===== config.mk =====
export PLATFORM = sky130hd
export DESIGN_NAME = atp_ctrl
export DESIGN_NICKNAME = d
export VERILOG_FILES = /design/src/atp_pkg.sv /design/src/atp_ctrl.sv
export SDC_FILE = /design/constraint.sdc
export NUM_CORES = 1
export LEC_CHECK = 0
export BUFFER_PORTS_ARGS = -buffer_cell sky130_fd_sc_hd__buf_2
export CAP_MARGIN = 20
export CORE_UTILIZATION = 40
export DETAILED_ROUTE_END_ITERATION = 16
export PLACE_DENSITY_LB_ADDON = 0.25
export RECOVER_POWER = 100
export SLEW_MARGIN = 0
export SYNTH_ARGS = -nofsm -noshare
export SYNTH_HDL_FRONTEND = slang
export SYNTH_SLANG_ARGS = --single-unit
export TNS_END_PERCENT = 1

===== constraint.sdc =====
create_clock -name clk -period 1.56 [get_ports clk]
set_clock_uncertainty 0.15 [all_clocks]
set_input_delay 0.312 -clock clk [delete_from_list [all_inputs] [get_ports clk]]
set_output_delay 0.312 -clock clk [all_outputs]
set_load 0.05 [all_outputs]

===== src/atp_pkg.sv =====
// Shared types, constants and the atan lookup function for the arc tessellator.
package atp_pkg;

	localparam int ANG_W        = 32;
	localparam int XW           = 36;
	localparam int ZW           = 30;
	localparam int DIV_W        = 30;
	localparam int SQ_W         = 62;
	localparam int STEPS_W      = 7;
	localparam int CORDIC_STEPS = 27;
	localparam int MAX_POINTS   = 72;
	localparam int SQRT_STEPS   = 31;

	localparam logic signed [ANG_W-1:0] ANG_ONE     = ANG_W'(1048576);
	localparam logic signed [ANG_W-1:0] ANG_QUARTER = ANG_W'(90 * 1048576);
	localparam logic signed [ANG_W-1:0] ANG_HALF    = ANG_W'(180 * 1048576);
	localparam logic signed [ANG_W-1:0] ANG_3Q      = ANG_W'(270 * 1048576);
	localparam logic signed [ANG_W-1:0] ANG_FULL    = ANG_W'(360 * 1048576);
	localparam logic signed [XW-1:0]    GAIN_INV    = XW'(652032874);

	typedef enum logic [4:0] {
		OP_NONE,
		OP_ANG0_GO,
		OP_ANG0_SAVE_GO,
		OP_ANG1_SAVE,
		OP_UNWRAP,
		OP_COUNT_GO,
		OP_DIV_GO,
		OP_DIV_FIN,
		OP_PT_ACC,
		OP_FOLD,
		OP_COS_GO,
		OP_COS_SAVE,
		OP_MUL,
		OP_SUM,
		OP_XDIV,
		OP_DX,
		OP_SQ,
		OP_SQRT_GO,
		OP_PT_FIN,
		OP_END
	} op_t;

	typedef struct packed {
		op_t op;
	} cmd_t;

	typedef struct packed {
		logic cordic_done;
		logic cnt_done;
		logic div_done;
		logic sqrt_done;
		logic more_inner;
		logic out_busy;
	} stat_t;

	typedef struct packed {
		logic [31:0] center_x;
		logic [31:0] center_y;
		logic [31:0] start_x;
		logic [31:0] start_y;
		logic [31:0] end_x;
		logic [31:0] end_y;
		logic [30:0] radius;
		logic        counter_clockwise;
	} arc_t;

	typedef struct packed {
		logic [31:0] first_x;
		logic [31:0] first_y;
		logic [31:0] second_x;
		logic [31:0] second_y;
		logic        second_valid;
		logic        last_of_arc;
	} res_t;

	// atan(2^-i) in Q.20 degrees, rounded to nearest
	function automatic logic signed [ZW-1:0] atan_q20(input logic [4:0] idx);
		logic signed [ZW-1:0] v;
		case (idx)
			5'd0:    v = ZW'(47185920);
			5'd1:    v = ZW'(27855475);
			5'd2:    v = ZW'(14718068);
			5'd3:    v = ZW'(7471121);
			5'd4:    v = ZW'(3750058);
			5'd5:    v = ZW'(1876857);
			5'd6:    v = ZW'(938658);
			5'd7:    v = ZW'(469357);
			5'd8:    v = ZW'(234682);
			5'd9:    v = ZW'(117342);
			5'd10:   v = ZW'(58671);
			5'd11:   v = ZW'(29335);
			5'd12:   v = ZW'(14668);
			5'd13:   v = ZW'(7334);
			5'd14:   v = ZW'(3667);
			5'd15:   v = ZW'(1833);
			5'd16:   v = ZW'(917);
			5'd17:   v = ZW'(458);
			5'd18:   v = ZW'(229);
			5'd19:   v = ZW'(115);
			5'd20:   v = ZW'(57);
			5'd21:   v = ZW'(29);
			5'd22:   v = ZW'(14);
			5'd23:   v = ZW'(7);
			5'd24:   v = ZW'(4);
			5'd25:   v = ZW'(2);
			5'd26:   v = ZW'(1);
			default: v = '0;
		endcase
		return v;
	endfunction

endpackage


===== src/atp_ctrl.sv =====
// Controller: sequences the datapath through angles, step setup and points.
module atp_ctrl (
	input  logic           clk,
	input  logic           arst_n,
	input  logic           arc_valid,
	output logic           arc_ready,
	input  atp_pkg::stat_t st,
	output atp_pkg::cmd_t  cmd
);
	import atp_pkg::*;

	typedef enum logic [4:0] {
		S_IDLE, S_ANG0, S_ANG1, S_UNWRAP, S_CNT_GO, S_COUNT, S_DIV, S_SETTLE,
		S_PT_CHK, S_FOLD, S_COS_GO, S_COS, S_MUL, S_SUM, S_XDIV, S_DX, S_SQ,
		S_SQRT_GO, S_SQRT, S_FIN_WAIT, S_END_WAIT, S_DONE
	} state_t;

	state_t state_q;
	logic   ready_q;
	cmd_t   cmd_q;

	always_ff @(posedge clk or negedge arst_n) begin
		if (!arst_n) begin
			state_q  <= S_IDLE;
			ready_q  <= 1'b1;
			cmd_q.op <= OP_NONE;
		end else begin
			cmd_q.op <= OP_NONE;
			case (state_q)
				S_IDLE: begin
					if (arc_valid && ready_q) begin
						ready_q  <= 1'b0;
						cmd_q.op <= OP_ANG0_GO;
						state_q  <= S_ANG0;
					end
				end
				S_ANG0: begin
					if (st.cordic_done) begin
						cmd_q.op <= OP_ANG0_SAVE_GO;
						state_q  <= S_ANG1;
					end
				end
				S_ANG1: begin
					if (st.cordic_done) begin
						cmd_q.op <= OP_ANG1_SAVE;
						state_q  <= S_UNWRAP;
					end
				end
				S_UNWRAP: begin
					cmd_q.op <= OP_UNWRAP;
					state_q  <= S_CNT_GO;
				end
				S_CNT_GO: begin
					cmd_q.op <= OP_COUNT_GO;
					state_q  <= S_COUNT;
				end
				S_COUNT: begin
					if (st.cnt_done) begin
						cmd_q.op <= OP_DIV_GO;
						state_q  <= S_DIV;
					end
				end
				S_DIV: begin
					if (st.div_done) begin
						cmd_q.op <= OP_DIV_FIN;
						state_q  <= S_SETTLE;
					end
				end
				S_SETTLE: state_q <= S_PT_CHK;
				S_PT_CHK: begin
					if (st.more_inner) begin
						cmd_q.op <= OP_PT_ACC;
						state_q  <= S_FOLD;
					end else begin
						state_q <= S_END_WAIT;
					end
				end
				S_FOLD: begin
					cmd_q.op <= OP_FOLD;
					state_q  <= S_COS_GO;
				end
				S_COS_GO: begin
					cmd_q.op <= OP_COS_GO;
					state_q  <= S_COS;
				end
				S_COS: begin
					if (st.cordic_done) begin
						cmd_q.op <= OP_COS_SAVE;
						state_q  <= S_MUL;
					end
				end
				S_MUL: begin
					cmd_q.op <= OP_MUL;
					state_q  <= S_SUM;
				end
				S_SUM: begin
					cmd_q.op <= OP_SUM;
					state_q  <= S_XDIV;
				end
				S_XDIV: begin
					cmd_q.op <= OP_XDIV;
					state_q  <= S_DX;
				end
				S_DX: begin
					cmd_q.op <= OP_DX;
					state_q  <= S_SQ;
				end
				S_SQ: begin
					cmd_q.op <= OP_SQ;
					state_q  <= S_SQRT_GO;
				end
				S_SQRT_GO: begin
					cmd_q.op <= OP_SQRT_GO;
					state_q  <= S_SQRT;
				end
				S_SQRT: begin
					if (st.sqrt_done)
						state_q <= S_FIN_WAIT;
				end
				S_FIN_WAIT: begin
					if (!st.out_busy) begin
						cmd_q.op <= OP_PT_FIN;
						state_q  <= S_SETTLE;
					end
				end
				S_END_WAIT: begin
					if (!st.out_busy) begin
						cmd_q.op <= OP_END;
						state_q  <= S_DONE;
					end
				end
				S_DONE: begin
					ready_q <= 1'b1;
					state_q <= S_IDLE;
				end
				default: state_q <= S_IDLE;
			endcase
		end
	end

	assign arc_ready = ready_q;
	assign cmd       = cmd_q;
endmodule


# After elaboration in Yosys (flattened, before gate mapping)
# Cells that the tools add are included.
# totals
ff_bits	11
input_bits	9
output_inout_bits	6
elab_cells	61
# classes
n_eq_ne	30
n_mux	23
reduce_logical	5
# ops
operator	n
$pmux W5 S21	1
$pmux W5 S19	1
$mux W5	12
$eq A5 B4 Y1 const B	8
$eq A5 B5 Y1 const B	6
$eq A5 B3 Y1 const B	4
$ne A2 B2 Y1 const B	9
$eq A5 B2 Y1 const B	2
$reduce_and A9 Y1	1
$mux W4	2
$mux W3	2
$eq A5 B1 Y1 const B	1
$logic_not A5 Y1	1
$mux W2	2
$mux W1	2
$pmux W1 S2	1
$reduce_and A2 Y1	1
$reduce_bool A2 Y1	1
$logic_and A1 B1 Y1	1

# Logic depth before layout (Yosys ltp)
# depth
depth_word	3
mapped_depth	7
depth_no_buf	5

# Worst setup path after synthesis
# OpenSTA, ideal clock, no wires.
# synth_timing
kind	register to register
startpoint	register state_q[0]
endpoint	register state_q[0]
setup_time_ns	0.125
arrival_time_ns	1.436
required_time_ns	1.285
setup_slack_ns	-0.151
stages_incl_launch_ff	7
n_path_buf	1
cell_sequence	dfrtp_1 buf_6 or2_4 nor4_4 nand2_2 o311a_4 mux2_4
# synth_via
elab_chain_len	3
# synth_lines
item	line_no	text
start, declared	atp_ctrl.sv:18	state_t state_q;
start signal, assigned	atp_ctrl.sv:24	state_q <= S_IDLE;
start signal, assigned	atp_ctrl.sv:34	state_q <= S_ANG0;
start signal, assigned	atp_ctrl.sv:40	state_q <= S_ANG1;
$eq A5 B1 Y1 (tied with other cells)	atp_ctrl.sv:29	case (state_q)
$ne A2 B2 Y1 (no source line)	--	
$reduce_and A9 Y1 (no source line)	--	
# Parallel ways exist; a longest one is shown, timed or not.
# A chain may end at the register's enable or synchronous reset.

# Final worst setup path
# layout_timing
startpoint	register state_q[2]
endpoint	register state_q[0]
# The elaborated chain is that of the path after synthesis.

==> impl_results.md <==
* Number of flops mapped to enable cells by yosys at 0
* Initial drt markers at 22
* Worst Hold End: cmd[1]$_DFF_PN0_
* GP Congestion at 0.9140
* Num CTS Buffers at 3
* Crit-path leading delay family: compound AO/OA/AOI/OAI gates
* Most frequent cells in the layout: buf_4 (27), nand2_1 (14), a21oi_1 (10)
* Crit path time final at 1.811 ns
* Highest clock rate at 552.3 MHz
* Pleak at 0.0005732 uW
* Rows at 16
* DRT Pass-1 Iters at 4
* CTS Buffer Depth at 2
* H-tree Lvls at 1
* Crit path from: state_q[2]$_DFFE_PN0P_
* Worst R2R Setup Slack at -0.25 ns
* Max incr delay on CP at 0.46 ns
* Largest net degree at the start of global routing at 13
* Post-synth cell types at 41
* CTS clk-pin slew, worst paths at 0.08 ns
* WP data arrival at 1.83 ns
* CP Cell Sequence: buf_12 -> buf_4 -> a21oi_1 -> o311a_4 -> mux2_4
* Clock Latency Late Sink at 0.27 ns
* Startpoint class of the critical path: flop
* Post-Syn Nets at 114
* Final-report hold violation count at 0
* Slew @ Worst Pin at 0.6094 ns
* Clk root buf: clkbuf_4
* HP Class: in -> reg
* Io pins at 15
* Initial antenna violation count at 0
* HP Start: st[0]
* Die Wd at 49.56 um
* I/O Buffers at 14
* Layout cells sized above 1 at 0.4759
* Hold Path Depth at 2
* Wirelength per Cell at 14.20 um
* Cell count after synthesis at 105
* Most common cell after layout, fill and taps aside: buf_4
* R2R Path Start: state_q[2]$_DFFE_PN0P_
* Multi-input logic area at 573.1 um2
* Tcrit/Tclk final at 1.161
* Clk sink count at 11
* Hold Slack at 0.1665 ns
* Post-route ant nets at 0
* Die Height at 49.56 um
* Ys Warns at 0
* Unrepaired setup endpoints after global routing: true
* Antenna diodes at 0
* Seq/Total Area, Yosys at 0.3057
* Post-synth top flop: dfrtp_1
* Status: finished, violations left
* Critical Path RT at 1.57 ns
* Vias after detailed routing at 916
* Worst rel slew slack at 0.5938
* Max-Cap Viols at 0
* Vias in the first global route at 898
* P per Cell Area at 2471 nW/um2
* Kind of critical path: reg -> reg
* GRT Overall Usage at 0.2248
* Peak VDD IR at 1.319 mV
* Mean Syn Cell Area at 8.615 um2
* DPL Wire Length at 1899 um
* Setup TNS Final at -1.214 ns
* Die area at 2456 um2
* Maximum fanout along the worst path at 8
* GRT Residual Overflow at 0
* Netlist Area Pre-Place at 904.6 um2
* Nets at 155
* FF/Latch Area at 279.0 um2
* Vias per cell at 5.326
* Post-route setup slack at -0.2507 ns
* Final wirelength at 2442 um
* CTS tree: yes
* # setup viols final at 7
* Area Overhead vs Synth at 39.28%
* Global-route wire length before repair at 4091 um
* Failing checks: negative setup slack
* DRC at 0
* Reg2reg path depth at 5
* Seq cells post-synth at 11
* Initial core utilization at 0.4430
* Worst R2R End: state_q[0]$_DFFE_PN0P_
* Asr flop ratio synth at 1.000
* Fill count at 190
* Setup crit end kind: flop
* Core box area at 2042 um2
* Fin. max-slew vios at 0
* Buffers & Inverters on Critical Path at 2
* Slowest CP cell: dfrtp_2
-- state kept, by name (all words and copies together) (netlist names) --
register	flops
cmd	5
state_q	5
arc_ready	1
-- repair_timing --
| action | in CTS | in global routing |
|---|---|---|
| gates resized for setup | 7 | 9 |
| pin swaps | 3 | 2 |
| setup endpoints to repair | 8 | 8 |
| endpoints found under the hold margin | 10 | 0 |
| hold buffers | 1 | 0 |
| buffers inserted | 1 | 1 |
-- cells in the mapped netlist, types with 2 or more instances --
master | number | share of area
a21oi_1 | 10 | 0.055
nand2_1 | 14 | 0.058
o311ai_0 | 2 | 0.019
buf_6 | 4 | 0.050
o21ai_0 | 4 | 0.022
buf_2 | 4 | 0.022
or3_1 | 2 | 0.014
nor2_1 | 11 | 0.046
nor3_1 | 2 | 0.011
nand2b_1 | 3 | 0.021
nand2_2 | 2 | 0.014
mux2i_1 | 2 | 0.022
clkbuf_1 | 2 | 0.0083
inv_1 | 2 | 0.0083
dfrtp_1 | 10 | 0.28
mux2_4 | 3 | 0.050
nor3b_1 | 2 | 0.017
o22ai_1 | 3 | 0.021
-- metrics by stage --
| stage | power (uW) | area, um2 | std cells | setup slack [ns] | util |
|---|---|---|---|---|---|
| final | 3114 | 1260 | 172 | -0.2507 | 0.6170 |
| after floorplan | 2002 | 904.6 | 105 | -0.1507 | - |
| after global routing | 3353 | 1260 | 172 | -0.3049 | 0.6170 |
| after CTS | 3016 | 1226 | 171 | -0.2381 | 0.6005 |
| after detailed placement | 2741 | 1166 | 165 | -0.2952 | 0.5711 |
| after global placement | 2711 | 1166 | 165 | -0.2593 | 0.5711 |
-- power by group --
part	leakage (uW)	switching, uW	internal (uW)	total [uW]
clock network	0.0000150	97.8	99.1	197
registers	0.000135	120	422	543
logic	0.000423	1180	1190	2370
-- cell type report --
cell class / instances / area share
clock buffers: 4 / 0.02085
inverters: 3 / 0.01092
multi-input cells: 81 / 0.4548
flip-flops and latches: 11 / 0.2214
well taps: 27 / 0.02681
repair buffers: 46 / 0.2651
-- worst max-delay path by stage --
stage / to / slack (ns) / cells past startpoint
final: state_q[0]$_DFFE_PN0P_ / -0.25 / 5
after CTS: state_q[0]$_DFFE_PN0P_ / -0.24 / 6
after global routing: state_q[2]$_DFFE_PN0P_ / -0.30 / 6
after global placement: state_q[4]$_DFFE_PN0P_ / -0.26 / 6
after detailed placement: state_q[0]$_DFFE_PN0P_ / -0.30 / 6
after floorplan: state_q[0]$_DFFE_PN0P_ / -0.15 / 6
-- cell families (layout without fill, tap and decap cells) --
kind of cell              Yosys count  in the layout  share of synthesized area
AOI/OAI and AO/OA                  32             32                     0.2518
xor gates and xnor gates            1              1                    0.01799
buffers and inverters              13             53                    0.09267
DFF                                11             11                     0.3057
muxes                               5              5                    0.07192
and+or+nand+nor                    43             43                     0.2600
-- routing by layer --
layer,share of wire,vias to the layer above,track usage
met5,0,-,0
met4,0.020,0,0.08095
met3,0.026,6,0.04938
met2,0.50,24,0.3716
met1,0.46,425,0.2841
li1,-,461,-
No activity file was read; power rests on OpenSTA's default activity.
